File: src/rtl/assert_macros.svh
// Assertion macros for RTL that checks its own logic (used by tga_rle_decoder).
// No dependencies; include by bare file name.
`ifndef ASSERT_MACROS_SVH
`define ASSERT_MACROS_SVH

// Check a property on every rising clock edge, skipped while reset is low.
`define ASSERT_CLK(label, clk, rst_n, prop, msg) \
    label: assert property (@(posedge clk) disable iff (!rst_n) (prop)) \
        else $error(msg);

// Check that a condition implies a consequence in the next clock cycle.
`define ASSERT_NEXT(label, clk, rst_n, cond, cons, msg) \
    label: assert property (@(posedge clk) disable iff (!rst_n) (cond) |=> (cons)) \
        else $error(msg);

`endif

File: src/rtl/trle_pkg.sv
// Shared types and constants for the TGA run-length decoder.
// No dependencies; used by trle_step and tga_rle_decoder.
package trle_pkg;

    // Field and register widths
    localparam int BPP_W   = 3;
    localparam int CNT_W   = 32;
    localparam int PIX_W   = 32;
    localparam int REP_W   = 8;
    localparam int BYTE_W  = 8;
    localparam int MAX_BPP = 4;

    // Configuration register indexes
    localparam logic [0:0] REG_BPP         = 1'b0;
    localparam logic [0:0] REG_PIXEL_COUNT = 1'b1;

    // Register reset values
    localparam logic [BPP_W-1:0] BPP_RESET         = 3'd3;
    localparam logic [CNT_W-1:0] PIXEL_COUNT_RESET = 32'd1;

    // Packet header coding: below RUN_BASE is raw, else run of header - RUN_BIAS
    localparam logic [BYTE_W-1:0] RUN_BASE = 8'd128;
    localparam logic [BYTE_W-1:0] RUN_BIAS = 8'd127;

    typedef enum logic {
        PH_HEADER,
        PH_PIXEL
    } phase_t;

    typedef struct packed {
        logic [PIX_W-1:0] pixel_value;
        logic [REP_W-1:0] repeat_count;
        logic             frame_end;
        logic             overflow_error;
    } result_t;

endpackage

File: src/rtl/trle_step.sv
// Per-byte decode step: packet state, pixel gathering and frame counting.
// Depends on trle_pkg.
module trle_step (
    input  logic                        aclk,
    input  logic                        aresetn,
    input  logic                        en,
    input  logic [trle_pkg::BYTE_W-1:0] data_byte,
    input  logic [trle_pkg::BPP_W-1:0]  cfg_bpp,
    input  logic [trle_pkg::CNT_W-1:0]  cfg_pixel_count,
    output logic                        res_valid,
    output trle_pkg::result_t           res
);

    trle_pkg::phase_t              phase_reg, phase_next;
    logic                          is_run_reg, is_run_next;
    logic [trle_pkg::REP_W-1:0]    left_reg, left_next;
    logic [1:0]                    slot_reg, slot_next;
    logic [trle_pkg::PIX_W-1:0]    gather_reg, gather_next;
    logic [trle_pkg::CNT_W-1:0]    done_reg, done_next;

    logic [trle_pkg::BPP_W-1:0]    bpp_eff;
    logic                          is_header;
    logic [trle_pkg::PIX_W-1:0]    gather_upd;
    logic [2:0]                    slot_inc;
    logic                          pixel_done;
    logic [trle_pkg::REP_W-1:0]    rep_n;
    logic [trle_pkg::CNT_W:0]      total;
    logic                          over;
    logic [trle_pkg::REP_W-1:0]    left_dec;
    logic                          pkt_end;
    logic                          frame_hit;

    // Clamp bytes per pixel into 1..MAX_BPP
    always_comb begin
        bpp_eff = cfg_bpp;
        if (cfg_bpp == '0) begin
            bpp_eff = trle_pkg::BPP_W'(1);
        end else if (cfg_bpp > trle_pkg::BPP_W'(trle_pkg::MAX_BPP)) begin
            bpp_eff = trle_pkg::BPP_W'(trle_pkg::MAX_BPP);
        end
    end

    // Shared decode of the current byte
    assign is_header  = (phase_reg == trle_pkg::PH_HEADER);
    assign gather_upd = gather_reg
                      | ({{(trle_pkg::PIX_W-trle_pkg::BYTE_W){1'b0}}, data_byte}
                         << {slot_reg, 3'b000});
    assign slot_inc   = {1'b0, slot_reg} + 3'd1;
    assign pixel_done = !is_header && !(slot_inc < bpp_eff);
    assign rep_n      = is_run_reg ? left_reg : trle_pkg::REP_W'(1);
    assign total      = {1'b0, done_reg} + {{(trle_pkg::CNT_W+1-trle_pkg::REP_W){1'b0}}, rep_n};
    assign over       = total > {1'b0, cfg_pixel_count};
    assign left_dec   = is_run_reg ? '0 : left_reg - trle_pkg::REP_W'(1);
    assign pkt_end    = over || (left_dec == '0);
    assign frame_hit  = (total[trle_pkg::CNT_W-1:0] == cfg_pixel_count);

    // Next phase
    always_comb begin
        phase_next = phase_reg;
        if (en) begin
            case (phase_reg)
                trle_pkg::PH_HEADER: phase_next = trle_pkg::PH_PIXEL;
                trle_pkg::PH_PIXEL: begin
                    if (pixel_done && pkt_end) begin
                        phase_next = trle_pkg::PH_HEADER;
                    end
                end
                default: phase_next = trle_pkg::PH_HEADER;
            endcase
        end
    end

    // Datapath state and result
    always_comb begin
        is_run_next = is_run_reg;
        left_next   = left_reg;
        slot_next   = slot_reg;
        gather_next = gather_reg;
        done_next   = done_reg;
        res_valid   = 1'b0;
        res         = '0;
        if (en) begin
            if (is_header) begin
                // load packet kind and length
                slot_next   = '0;
                gather_next = '0;
                if (data_byte < trle_pkg::RUN_BASE) begin
                    is_run_next = 1'b0;
                    left_next   = data_byte + trle_pkg::REP_W'(1);
                end else begin
                    is_run_next = 1'b1;
                    left_next   = data_byte - trle_pkg::RUN_BIAS;
                end
            end else if (!pixel_done) begin
                // gather one more byte
                slot_next   = slot_inc[1:0];
                gather_next = gather_upd;
            end else begin
                slot_next   = '0;
                gather_next = '0;
                res_valid   = 1'b1;
                if (over) begin
                    // drop the pixel, abandon the packet and clear the count
                    res.overflow_error = 1'b1;
                    done_next          = '0;
                    is_run_next        = 1'b0;
                    left_next          = '0;
                end else begin
                    res.pixel_value  = gather_upd;
                    res.repeat_count = rep_n;
                    res.frame_end    = frame_hit;
                    done_next        = total[trle_pkg::CNT_W-1:0];
                    left_next        = left_dec;
                    if (left_dec == '0) begin
                        is_run_next = 1'b0;
                        if (frame_hit) begin
                            done_next = '0;
                        end
                    end
                end
            end
        end
    end

    // State registers
    always_ff @(posedge aclk) begin
        if (!aresetn) begin
            phase_reg  <= trle_pkg::PH_HEADER;
            is_run_reg <= 1'b0;
            left_reg   <= '0;
            slot_reg   <= '0;
            gather_reg <= '0;
            done_reg   <= '0;
        end else begin
            phase_reg  <= phase_next;
            is_run_reg <= is_run_next;
            left_reg   <= left_next;
            slot_reg   <= slot_next;
            gather_reg <= gather_next;
            done_reg   <= done_next;
        end
    end

endmodule

File: src/rtl/tga_rle_decoder.sv
// TGA run-length decoder: one coded byte per transfer in, one pixel or run out.
// An input transfer waits in the input register, then the decode step loads the
// result register that drives m_tvalid. Throughput: one byte per cycle, held off
// while a pending result is not taken on m_tready.
// Reset (aresetn low, synchronous): 3 bytes/pixel, 1-pixel frame, count cleared,
// decoder waits for a packet header. Depends on trle_pkg, trle_step, assert_macros.svh.
`include "assert_macros.svh"

module tga_rle_decoder (
    input  logic                        aclk,
    input  logic                        aresetn,
    // configuration write port
    input  logic                        cfg_wr_en,
    input  logic [0:0]                  cfg_addr,
    input  logic [trle_pkg::CNT_W-1:0]  cfg_wdata,
    // input stream
    input  logic                        s_tvalid,
    output logic                        s_tready,
    input  logic [7:0]                  s_tdata,   // [7:0] data_byte
    // result stream
    output logic                        m_tvalid,
    input  logic                        m_tready,
    output logic [39:0]                 m_tdata,   // [31:0] pixel_value, [39:32] repeat_count
    output logic                        m_tlast,   // frame_end
    output logic                        m_tuser    // [0] overflow_error
);

    logic [trle_pkg::BPP_W-1:0]  bpp_reg;
    logic [trle_pkg::CNT_W-1:0]  pixel_count_reg;

    logic                        in_valid_reg;
    logic [trle_pkg::BYTE_W-1:0] in_data_reg;
    logic                        out_valid_reg;
    trle_pkg::result_t           out_data_reg;

    logic                        advance;
    logic                        res_valid;
    trle_pkg::result_t           res;

    // Configuration registers
    always_ff @(posedge aclk) begin
        if (!aresetn) begin
            bpp_reg         <= trle_pkg::BPP_RESET;
            pixel_count_reg <= trle_pkg::PIXEL_COUNT_RESET;
        end else if (cfg_wr_en) begin
            case (cfg_addr)
                trle_pkg::REG_BPP:         bpp_reg <= cfg_wdata[trle_pkg::BPP_W-1:0];
                trle_pkg::REG_PIXEL_COUNT: pixel_count_reg <= cfg_wdata;
                default: ;
            endcase
        end
    end

    // Process the held byte when the result register is free or draining
    assign advance  = in_valid_reg && (!out_valid_reg || m_tready);
    assign s_tready = !in_valid_reg || advance;

    // Input register: take a transfer, drop it once processed
    always_ff @(posedge aclk) begin
        if (!aresetn) begin
            in_valid_reg <= 1'b0;
        end else if (s_tvalid && s_tready) begin
            in_valid_reg <= 1'b1;
        end else if (advance) begin
            in_valid_reg <= 1'b0;
        end
    end

    always_ff @(posedge aclk) begin
        if (s_tvalid && s_tready) begin
            in_data_reg <= s_tdata;
        end
    end

    trle_step u_step (
        .aclk            (aclk),
        .aresetn         (aresetn),
        .en              (advance),
        .data_byte       (in_data_reg),
        .cfg_bpp         (bpp_reg),
        .cfg_pixel_count (pixel_count_reg),
        .res_valid       (res_valid),
        .res             (res)
    );

    // Result register: load on advance, clear after the transfer
    always_ff @(posedge aclk) begin
        if (!aresetn) begin
            out_valid_reg <= 1'b0;
        end else if (advance) begin
            out_valid_reg <= res_valid;
        end else if (m_tready) begin
            out_valid_reg <= 1'b0;
        end
    end

    always_ff @(posedge aclk) begin
        if (advance && res_valid) begin
            out_data_reg <= res;
        end
    end

    assign m_tvalid = out_valid_reg;
    assign m_tdata  = {out_data_reg.repeat_count, out_data_reg.pixel_value};
    assign m_tlast  = out_data_reg.frame_end;
    assign m_tuser  = out_data_reg.overflow_error;

    // Self checks
    `ASSERT_CLK(a_ovf_zero, aclk, aresetn,
        (out_valid_reg && out_data_reg.overflow_error) |->
        (out_data_reg.pixel_value == '0 && out_data_reg.repeat_count == '0 &&
         !out_data_reg.frame_end), "overflow result carries nonzero fields")
    `ASSERT_CLK(a_rep_nonzero, aclk, aresetn,
        (out_valid_reg && !out_data_reg.overflow_error) |->
        (out_data_reg.repeat_count != '0), "pixel result with zero repeat count")
    `ASSERT_NEXT(a_in_hold, aclk, aresetn,
        (in_valid_reg && !advance), in_valid_reg, "held input byte lost")

endmodule

File: config.mk
export PLATFORM = sky130hd
export DESIGN_NAME = tga_rle_decoder
export DESIGN_NICKNAME = d
export VERILOG_FILES = /design/src/rtl/trle_pkg.sv /design/src/rtl/trle_step.sv /design/src/rtl/tga_rle_decoder.sv
export VERILOG_INCLUDE_DIRS = /design/src /design/src/rtl
export SDC_FILE = /design/constraint.sdc
export NUM_CORES = 1
export LEC_CHECK = 0
export BUFFER_PORTS_ARGS = -buffer_cell sky130_fd_sc_hd__buf_2
export CORE_MARGIN = 3
export CORE_UTILIZATION = 34
export DETAILED_ROUTE_END_ITERATION = 12
export PLACE_DENSITY = 0.52
export SLEW_MARGIN = 25
export SYNTH_ARGS = -nofsm -noshare
export SYNTH_HDL_FRONTEND = slang
export SYNTH_SLANG_ARGS = --single-unit
export TNS_END_PERCENT = 20
File: constraint.sdc
create_clock -name aclk -period 5.7 [get_ports aclk]
set_input_delay 0.57 -clock aclk [delete_from_list [all_inputs] [get_ports aclk]]
set_output_delay 0.57 -clock aclk [all_outputs]
set_load 0.005 [all_outputs]
==> results of run 1 <==
[kinds of logic (layout without fill, tap and decap cells)]
kind of cell | Yosys count | in the layout
adder cells (fa/ha/maj) | 46 | 46
XOR/XNOR | 36 | 36
AO/OA/AOI/OAI | 222 | 222
AND/OR/NAND/NOR | 329 | 329
flip-flops | 163 | 163
buffers and inverters | 104 | 178
multiplexers | 4 | 4
[path summary, 6_finish.rpt]
path              slack, ns                   to                start  depth (start not counted)
setup reg to reg       0.56  u_step.done_reg[12]    u_step.is_run_reg                         17
hold / removal         0.31       in_data_reg[3]           s_tdata[3]                          1
setup / recovery       0.56  u_step.done_reg[12]    u_step.is_run_reg                         17
hold reg to reg        0.46  pixel_count_reg[13]  pixel_count_reg[13]                          2
[worst max-delay path, cell delays in order, from the launching register on]
cell,delay (ns)
dfxtp_1,0.56
nand2_1,0.09
ha_1,0.22
fa_1,0.43
a211oi_1,0.31
o21ai_0,0.17
and3_1,0.36
nand4_1,0.23
nor2_1,0.07
xor2_1,0.15
ha_1,0.30
nand4_1,0.15
nor4_1,0.61
nand2_1,0.17
o21a_1,0.22
buf_4,0.23
and2_1,0.46
a22o_1,0.29
[cell usage after synthesis, types with 8 or more instances]
cell / instances / share of area
nand2_1: 111 / 0.052
inv_1: 47 / 0.022
dfxtp_1: 113 / 0.28
clkbuf_1: 37 / 0.017
nand3_1: 31 / 0.019
xnor2_1: 23 / 0.025
nor2_1: 93 / 0.044
o21ai_0: 22 / 0.014
and2_1: 15 / 0.012
xor2_1: 13 / 0.014
a21oi_1: 115 / 0.072
nand3b_1: 8 / 0.0075
nand4_1: 16 / 0.013
nor2b_1: 8 / 0.0063
ha_1: 45 / 0.071
and3_1: 19 / 0.015
edfxtp_1: 50 / 0.19
a21boi_0: 11 / 0.010
buf_2: 11 / 0.0069
nor3_1: 11 / 0.0069
a22o_1: 16 / 0.018
a31oi_1: 29 / 0.023
[final cells by class]
| class | instances | area (sq um) | area share |
|---|---|---|---|
| Clock buffer | 17 | 425.4 | 0.04580 |
| Clock inverter | 15 | 206.4 | 0.02223 |
| Inverter | 47 | 176.4 | 0.01899 |
| Multi-Input combinational cell | 637 | 3804 | 0.4095 |
| Sequential cell | 163 | 3764 | 0.4052 |
| Tap cell | 313 | 391.6 | 0.04217 |
| Timing Repair Buffer | 99 | 520.5 | 0.05604 |
[cell usage in the layout (no fill, tap or decap), types with 10 or more instances in the layout]
cell type	synthesis	layout
nand4_1	16	16
buf_4	1	10
buf_2	11	89
nor2_1	93	93
nand2_1	111	111
o21ai_0	22	22
xnor2_1	23	23
ha_1	45	45
clkbuf_16	0	17
nor3_1	11	10
a21oi_1	115	115
nand3_1	31	31
a31oi_1	29	29
edfxtp_1	50	50
a22o_1	16	16
xor2_1	13	13
dfxtp_1	113	113
and3_1	19	19
a21boi_0	11	11
and2_1	15	15
inv_1	47	46
[layer usage]
layer  up-vias  global-route usage  wire length, um
li1       3295                   -                -
met1      3019              0.2242             9994
met2       148              0.2469             8803
met3        13             0.03070              774
met4         0             0.03820              204
met5         -                   0                0
[per-stage QoR]
step	hold WS (ns)	area (sq um)	utilization	std cells	worst slack [ns]
2_1_floorplan	0.4315	7978	-	904	0.9119
3_3_place_gp	0.4429	8656	0.3789	1259	0.7433
3_5_place_dp	0.4465	8656	0.3789	1259	0.5621
4_1_cts	0.2900	9288	0.4065	1291	0.5222
5_1_grt	0.2915	9288	0.4065	1291	0.009857
6_report	0.3096	9288	0.4065	1291	0.5586
[power by group]
group / internal, mW / switching, mW
clock: 0.603 / 0.575
combinational: 0.0794 / 0.125
sequential: 1.22 / 0.0399
==> summary.md, run 1 <==
| Metric | Value |
|---|---|
| Design Power | `2.639 mW` |
| Synth Area in Adders | `0.07309` |
| Worst Path Class, Setup | `reg -> reg` |
| DR vias | `6475` |
| Core box area | `22850 sq um` |
| Clock skew | `0.01177 ns` |
| # IOs | `90` |
| Synth unique cells | `53` |
| Synth Warn # | `0` |
| Max Slew Vio Count | `0` |
| Layout area overhead | `16.42%` |
| CTS root buf | `clkbuf_16` |
| Largest family of logic cells by synthesized area | `simple AND/OR/NAND/NOR gates` |
| Sequential area share after synthesis | `0.4718` |
| Vias in the first global route | `6225` |
| Register bit total from synthesis | `163` |
| Crit path launch type | `flop` |
| Final antenna-violating net count | `0` |
| Maximum vdd ir drop | `0.1576 mV` |
| Max FFs per register | `40` |
| Fin. Hold Viols | `0` |
| Slew at the pin closest to its max-slew limit | `0.9415 ns` |
| Clock H-tree levels | `4` |
| TritonCTS clock tree | `yes` |
| Setup Fix Bufs, Post-CTS | `0` |
| Number of synthesized flops with an enable pin | `50` |
| GRT Util Overall | `0.1573` |
| Crit end category | `flop` |
| Final WL | `19780 um` |
| First-pass GRT wire length | `32740 um` |
| Vias per inst | `5.015` |
| Iter 0 DRT Violations | `410` |
| Cts-stage hold buffer count | `0` |
| Headroom to the max-slew limit | `0.3675` |
| Worst-path fanout max | `30` |
| Port-buffer cells | `89` |
| Unrepaired setup endpoints after global routing | `no` |
| Total grt overflow | `0` |
| FP Rows | `55` |
| Initial antenna violation count | `0` |
| Asr flop ratio synth | `0` |
| Full die area | `25340 sq um` |
| XOR/XNOR share of the synthesized area | `0.03952` |
| Maximum root-to-sink buffer count | `2` |
| Chip Width | `159.2 um` |
| Syn Nets | `996` |
| DIE HEIGHT | `159.2 um` |
| Status | `completed` |
| Layout cells sized above 1 | `0.1421` |
| Pwr Density | `284.1 nW/um^2` |
| Detailed placement HPWL | `13450 um` |
| Syn Inst Count | `904` |
| Achievable frequency | `194.5 MHz` |
| Shortest period the worst path allows | `5.141 ns` |
| Final setup fails | `0` |
| Initial Util | `0.3492` |
| Routability cong. | `0.7816` |
| Total negative setup slack | `0 ns` |
| Mux share of post-synthesis cell area | `0.005019` |
| Total of max-cap violations | `0` |
| Sink Count | `163` |
| Worst-Skew Late Latency | `0.44 ns` |
| TritonCTS Buffers | `17` |
| Largest net degree at the start of global routing | `44` |
| # fillers | `2409` |
| Worst EP required | `6.03 ns` |
| Number of gates resized after cts | `0` |
| Diode count | `0` |
| DR DRC count | `0` |
| Simple-Gate Fraction of Synth Area | `0.1921` |
| Top_reg_cell synth | `dfxtp_1` |
| Drt pass-1 iters | `5` |
| Crit share post-route | `0.9020` |
| WL/cell | `15.32 um` |
| Nets | `1057` |
| Mean Syn Cell Area | `8.825 sq um` |
| Mapped Area | `7978 sq um` |
| Worst EP arrival | `5.47 ns` |
| Clock Pin Slew Worst Setup and Hold Paths | `0.08 ns` |
| Static Leak | `3.804 nW` |
| Min-delay worst type | `in -> reg` |
| Synth Area in Compound Gates | `0.1664` |
No activity file was read; power rests on OpenSTA's default activity.
==> run 2, diff against run 1 <==
- ABC_AREA: unset -> 1
==> summary.md, run 2 <==
| Metric | Value |
|---|---|
| Cell area after layout | `9921 sq um (+6.8%)` |
| Sequential area share after synthesis | `0.4394 (-0.03239)` |
| Synth Area in Adders | `0.06807 (-0.005018)` |
| Number of synthesized flops with an enable pin | `50 (unchanged)` |
| Maximum root-to-sink buffer count | `2 (unchanged)` |
| # IOs | `90 (unchanged)` |
| Total grt overflow | `0 (unchanged)` |
| Cts-stage hold buffer count | `0 (unchanged)` |
| Switching share of power | `0.2838 (+0.003702)` |
| Simple-Gate Fraction of Synth Area | `0.2225 (+0.03034)` |
| Area after DPL | `9260 sq um (+7.0%)` |
| DIE HEIGHT | `164.7 um (+3.5%)` |
| Reg2Reg Launch Point | `u_step.is_run_reg` |
| Crit-path cells | `nand2_1, inv_1, ha_1, a21oi_1, nand2_1, nand2_1, nand2_1, nand2_1, nand2_1, nand2_1, xor2_1, inv_1, ha_1, nand2_1, nor4_1, nand2_1, nor2_1, nand2_1, nand2_4, nand2_2, a21oi_1` |
| Multi-input gate area | `3911 sq um (+2.8%)` |
| Synth area leader | `dfxtp_1` |
| Final WL | `22890 um (+16%)` |
| Shortest period the worst path allows | `4.766 ns (-0.3750 ns)` |
| Number of gates resized after cts | `0 (unchanged)` |
| TritonCTS clock tree | `yes` |
| Iter 0 DRT Violations | `404 (-1.5%)` |
| Crit path launch type | `flop` |
| Routability cong. | `0.9333 (+19%)` |
| Layout cells sized above 1 | `0.1290 (-0.01312)` |
| XOR/XNOR share of the synthesized area | `0.02556 (-0.01396)` |
| Initial antenna violation count | `0 (unchanged)` |
| Crit share post-route | `0.8362 (-0.06579)` |
| Synth Warn # | `0 (unchanged)` |
| Worst-Skew Late Latency | `0.44 ns (about the same)` |
| Top_reg_cell synth | `dfxtp_1` |
| Max FFs per register | `40 (unchanged)` |
| Count leader, synth | `nand2_1` |
| Setup Fix Bufs, Post-CTS | `0 (unchanged)` |
| Cell class contributing the biggest share of worst-path delay | `simple AND/OR/NAND/NOR gates` |
| P_sw | `0.7696 mW (+4.1%)` |
| FP Rows | `57 (+3.6%)` |
| Worst setup slack after placement | `0.9286 ns (+0.3665 ns)` |
| Fin worst setup slack | `0.9336 ns (+0.3750 ns)` |
| FF/Latch Area | `3764 sq um (unchanged)` |
| Max Slew Vio Count | `0 (unchanged)` |
| DR DRC count | `0 (unchanged)` |
| Mux share of post-synthesis cell area | `0 (-0.005019)` |
| Final setup fails | `0 (unchanged)` |
| DP Cell Count | `1478 (+17%)` |
| Critical Path Max Stage Delay | `0.59 ns (-0.02 ns)` |
| Syn Inst Count | `1104 (+22%)` |
| Commonest cells post-synth | `nand2_1 (195), inv_1 (175), dfxtp_1 (113)` |
| Layout Utilization | `0.4044 (-0.002141)` |
| Unrepaired setup endpoints after global routing | `no` |
| Clock power frac | `0.453 (+0.007)` |
| Full die area | `27130 sq um (+7.1%)` |
| Port-buffer cells | `89 (unchanged)` |
| Clock H-tree levels | `4 (unchanged)` |
| Combinational Power Share | `0.087 (+0.010)` |
| Maximum vdd ir drop | `0.1604 mV (+1.8%)` |
| Worst Hold Launch | `s_tdata[6]` |
| DR vias | `7354 (+14%)` |
| Synth top area cells | `dfxtp_1 (26%), edfxtp_1 (18%), nand2_1 (8.5%), inv_1 (7.7%), ha_1 (6.6%)` |
| Final antenna-violating net count | `0 (unchanged)` |
| Drt pass-1 iters | `5 (unchanged)` |
| Syn Nets | `1196 (+20%)` |
| Status | `completed` |
| Design Power | `2.712 mW (+2.8%)` |
| Layout area overhead | `15.82%` |
| WL/cell | `15.16 um (-1.0%)` |
| Worst EP arrival | `5.02 ns (-0.45 ns)` |
| Synth Area in Compound Gates | `0.1396 (-0.02676)` |
| Chip Width | `164.7 um (+3.5%)` |
| Worst Path Class, Setup | `reg -> reg` |
| Detailed placement HPWL | `16330 um (+21%)` |
| Mean Syn Cell Area | `7.759 sq um (-12%)` |
| CP bufs+invs | `2 (+1)` |
| Sink Count | `163 (unchanged)` |
| Largest family of logic cells by synthesized area | `simple AND/OR/NAND/NOR gates` |
| Crit path from | `u_step.is_run_reg` |
| First-pass GRT wire length | `36760 um (+12%)` |
| Total negative setup slack | `0 ns (unchanged)` |
| Worst EP required | `5.96 ns (-0.07 ns)` |
| Achievable frequency | `209.8 MHz (+7.9%)` |
| Register bit total from synthesis | `163 (unchanged)` |
| Final std cells w/o fill | `1510 (+17%)` |
| Headroom to the max-slew limit | `0.3826 (+0.01516)` |
| Share of power burned in registers | `0.460 (-0.016)` |
| Slew at the pin closest to its max-slew limit | `0.9228 ns (-0.01876 ns)` |
| Min-delay worst type | `in -> reg` |
| Crit end category | `flop` |
| Asr flop ratio synth | `0 (unchanged)` |
| Vias per inst | `4.870 (-2.9%)` |
| Internal power | `1.942 mW (+2.2%)` |
| Static Leak | `4.366 nW (+15%)` |
| Mapped Area | `8566 sq um (+7.4%)` |
| Synth unique cells | `40 (-25%)` |
| Most common cell after layout, fill and taps aside | `nand2_1` |
| Largest net degree at the start of global routing | `64 (+45%)` |
| Clock Pin Slew Worst Setup and Hold Paths | `0.08 ns (about the same)` |
| Commonest non-fill, non-tap cells in the layout | `nand2_1 (194), inv_1 (175), dfxtp_1 (113)` |
| Pwr Density | `273.4 nW/um^2 (-3.8%)` |
| Vias in the first global route | `6890 (+11%)` |
| Fin. Hold Viols | `0 (unchanged)` |
| CTS root buf | `clkbuf_16` |
| Initial Util | `0.3491 (about the same)` |
| # fillers | `2611 (+8.4%)` |
| Clock skew | `0.01720 ns (+0.005427 ns)` |
| Max stage delay cell, worst path | `dfxtp_1` |
| Worst-path fanout max | `41 (+37%)` |
| Most used cell, CP | `nand2_1` |
| Hold Slack | `0.3010 ns (-0.008661 ns)` |
| Diode count | `0 (unchanged)` |
| Core box area | `24530 sq um (+7.4%)` |
| TritonCTS Buffers | `17 (unchanged)` |
| GRT Util Overall | `0.1729 (+0.01558)` |
| Nets | `1265 (+20%)` |
| Share of the synthesized area in the top cell type | `0.2641 (-0.01947)` |
| Total of max-cap violations | `0 (unchanged)` |
-- run 2: per-layer routing --
layer | GRT usage | part of all wire
met1 | 0.2386 | 0.48
met2 | 0.2818 | 0.47
met3 | 0.03511 | 0.046
met4 | 0.03546 | 0.0066
met5 | 0 | 0
-- run 2: layout make-up --
cell class	instances	share of cell area
multi-input cells	713	0.3942
flip-flops and latches	163	0.3794
inverters	181	0.06848
repair buffers	97	0.05095
clock buffers	17	0.04288
well taps	324	0.04086
clock inverters	15	0.02321
-- run 2: worst paths after layout --
check                                            end  slack, ns  depth (start not counted)
worst min-delay path                  in_data_reg[6]       0.30                          1
worst min register to register  u_step.gather_reg[6]       0.46                          2
worst max-delay path                     m_tdata[32]       0.93                         21
worst max register to register           m_tdata[32]       0.93                         21
-- run 2: power by group through the flow --
| stage | combinational (mW) | clock, mW | sequential [mW] |
|---|---|---|---|
| 2_1_floorplan | 0.171 | 0 | 1.26 |
| 3_3_place_gp | 0.237 | 0 | 1.28 |
| 3_5_place_dp | 0.236 | 0 | 1.28 |
| 4_1_cts | 0.237 | 1.26 | 1.25 |
| 5_1_grt | 0.272 | 1.31 | 1.25 |
| 6_report | 0.235 | 1.23 | 1.25 |
-- run 2: logic make-up (layout without fill, tap and decap cells) --
kind of cell,after synthesis,in the layout
xor gates and xnor gates,25,25
and+or+nand+nor,427,427
buffers and inverters,228,310
AOI/OAI and AO/OA,215,215
DFF,163,163
adders and majority gates,46,46
==> run 3, diff against run 2 <==
- PLACE_DENSITY: 0.52 -> 0.54
- clock period: 5.7 -> 3.9 ns (I/O delays scaled with it)
==> summary.md, run 3 (synthesis gave the netlist of run 2 again) <==
| Metric | Value |
|---|---|
| Status | `completed` |
| DIE HEIGHT | `164.7 um (unchanged)` |
| Pwr Density | `381.0 nW/um^2 (+39%)` |
| Total of max-cap violations | `0 (unchanged)` |
| Worst EP arrival | `3.86 ns (-1.16 ns)` |
| Full die area | `27130 sq um (unchanged)` |
| Clock Pin Slew Worst Setup and Hold Paths | `0.08 ns (about the same)` |
| Total grt overflow | `0 (unchanged)` |
| GRT Util Overall | `0.1711 (-0.001867)` |
| Reg2Reg Launch Point | `u_step.left_reg[6]` |
| Layout area overhead | `20.42%` |
| FF-to-FF setup slack | `0.24 ns (-0.70 ns)` |
| Combinational Power Share | `0.095 (+0.008)` |
| First-pass GRT wire length | `36590 um (-0.47%)` |
| Commonest non-fill, non-tap cells in the layout | `nand2_1 (190), inv_1 (175), dfxtp_1 (112)` |
| Layout cells sized above 1 | `0.1627 (+0.03369)` |
| Share of power burned in registers | `0.463 (+0.003)` |
| Cts-stage hold buffer count | `0 (unchanged)` |
| Largest net degree at the start of global routing | `64 (unchanged)` |
| Worst EP required | `4.09 ns (-1.87 ns)` |
| Hold endpoint | `in_data_reg[0]` |
| Achievable frequency | `273.0 MHz (+30%)` |
| Max stage delay cell, worst path | `dfxtp_1` |
| Crit path launch type | `flop` |
| Crit share post-route | `0.9392 (+0.1030)` |
| Sink Count | `163 (unchanged)` |
| Shortest period the worst path allows | `3.663 ns (-1.103 ns)` |
| DR DRC count | `0 (unchanged)` |
| Detailed placement HPWL | `16700 um (+2.2%)` |
| Total negative setup slack | `0 ns (unchanged)` |
| Number of gates resized after cts | `0 (unchanged)` |
| FP Rows | `57 (unchanged)` |
| Maximum vdd ir drop | `0.2395 mV (+49%)` |
| R2R cell count | `25 (+19%)` |
| Routability cong. | `0.8951 (-4.1%)` |
| Maximum root-to-sink buffer count | `2 (unchanged)` |
| Final setup fails | `0 (unchanged)` |
| Slew at the pin closest to its max-slew limit | `0.7690 ns (-0.1537 ns)` |
| Unrepaired setup endpoints after global routing | `no` |
| Initial Util | `0.3491 (unchanged)` |
| Internal power | `2.795 mW (+44%)` |
| Crit end category | `flop` |
| Max FFs per register | `40 (unchanged)` |
| Initial antenna violation count | `0 (unchanged)` |
| Min-delay worst type | `in -> reg` |
| Chip Width | `164.7 um (unchanged)` |
| TritonCTS clock tree | `yes` |
| Switching share of power | `0.2889 (+0.005074)` |
| Drt pass-1 iters | `5 (unchanged)` |
| # IOs | `90 (unchanged)` |
| Static Leak | `4.536 nW (+3.9%)` |
| Final WL | `23440 um (+2.4%)` |
| Port-buffer cells | `89 (unchanged)` |
| Clock H-tree levels | `4 (unchanged)` |
| CTS root buf | `clkbuf_16` |
| P_sw | `1.135 mW (+47%)` |
| Fin. Hold Viols | `0 (unchanged)` |
| Final antenna-violating net count | `0 (unchanged)` |
| Core box area | `24530 sq um (unchanged)` |
| Critical Path Max Stage Delay | `0.42 ns (-0.17 ns)` |
| Diode count | `0 (unchanged)` |
| Iter 0 DRT Violations | `410 (+1.5%)` |
| Cell class contributing the biggest share of worst-path delay | `simple AND/OR/NAND/NOR gates` |
| Clock skew | `0.01445 ns (-0.002742 ns)` |
| Setup Fix Bufs, Post-CTS | `0 (unchanged)` |
| Most common cell after layout, fill and taps aside | `nand2_1` |
| WL/cell | `15.21 um (+0.33%)` |
| Headroom to the max-slew limit | `0.4868 (+0.1041)` |
| Vias per inst | `4.869 (about the same)` |
| Hold path depth | `1 (unchanged)` |
| DR vias | `7503 (+2.0%)` |
| Layout Utilization | `0.4204 (+0.01606)` |
| Worst-path fanout max | `16 (-61%)` |
| Worst Path Class, Setup | `reg -> reg` |
| CP bufs+invs | `6 (+4)` |
| Most used cell, CP | `nand2_1` |
| Worst Hold Launch | `s_tdata[0]` |
| Worst-Skew Late Latency | `0.43 ns (about the same)` |
| Max Slew Vio Count | `0 (unchanged)` |
| Clock power frac | `0.442 (-0.011)` |
| Nets | `1296 (+2.5%)` |
| TritonCTS Buffers | `17 (unchanged)` |
| CP Depth | `25 (+19%)` |
| Crit path from | `u_step.left_reg[6]` |
| Vias in the first global route | `7004 (+1.7%)` |
| Reg2reg end | `m_tdata[7]` |
run 3: cell types whose count changed in the layout (fill, tap and decap cells not counted), moves of 4 or more:
cell,previous run,this run
buf_12,0,4
buf_4,8,31
clkinv_8,10,5
nand2_1,194,190
nand2_2,7,12
run 3: per-layer routing:
| metal | vias to the layer above | GRT usage | wire length, um |
|---|---|---|---|
| li1 | 3866 | - | - |
| met1 | 3445 | 0.2352 | 11180 |
| met2 | 169 | 0.2777 | 10820 |
| met3 | 23 | 0.02608 | 1077 |
| met4 | 0 | 0.05223 | 364 |
| met5 | - | 0 | 0 |
run 3: metrics by stage:
stage / cells / total power [mW] / setup WS (ns) / hold WS, ns / area (sq um)
CTS: 1537 / 3.976 / 0.03621 / 0.1124 / 10130
floorplan: 1104 / 2.093 / 0.3470 / 0.4285 / 8566
finish: 1541 / 3.930 / 0.2371 / 0.1399 / 10310
detailed placement: 1505 / 2.228 / 0.03881 / 0.4458 / 9510
global placement: 1505 / 2.225 / 0.1110 / 0.4404 / 9510
global route: 1541 / 4.109 / 0.02190 / 0.1150 / 10310
run 3: worst max path at each step:
stage,endpoint,slack [ns]
detailed placement,m_tdata[6],0.04
global placement,m_tdata[29],0.11
floorplan,m_tdata[10],0.35
global route,u_step.left_reg[0],0.02
CTS,m_tdata[5],0.04
finish,m_tdata[7],0.24
run 3: area by class of cell:
cell class	instances	area [sq um]
clock inverter	15	196.4
inverter	181	679.4
sequential	163	3767
multi-input combinational	714	4021
fill	2596	14220
clock buffer	17	425.4
tap	324	405.4
timing repair buffer	127	819.5
run 3: power groups by stage:
| stage | combinational, mW | clock, mW | sequential [mW] |
|---|---|---|---|
| after floorplan | 0.250 | 0 | 1.84 |
| after global placement | 0.365 | 0 | 1.86 |
| after detailed placement | 0.368 | 0 | 1.86 |
| after CTS | 0.370 | 1.79 | 1.82 |
| after global routing | 0.430 | 1.85 | 1.83 |
| final | 0.373 | 1.74 | 1.82 |
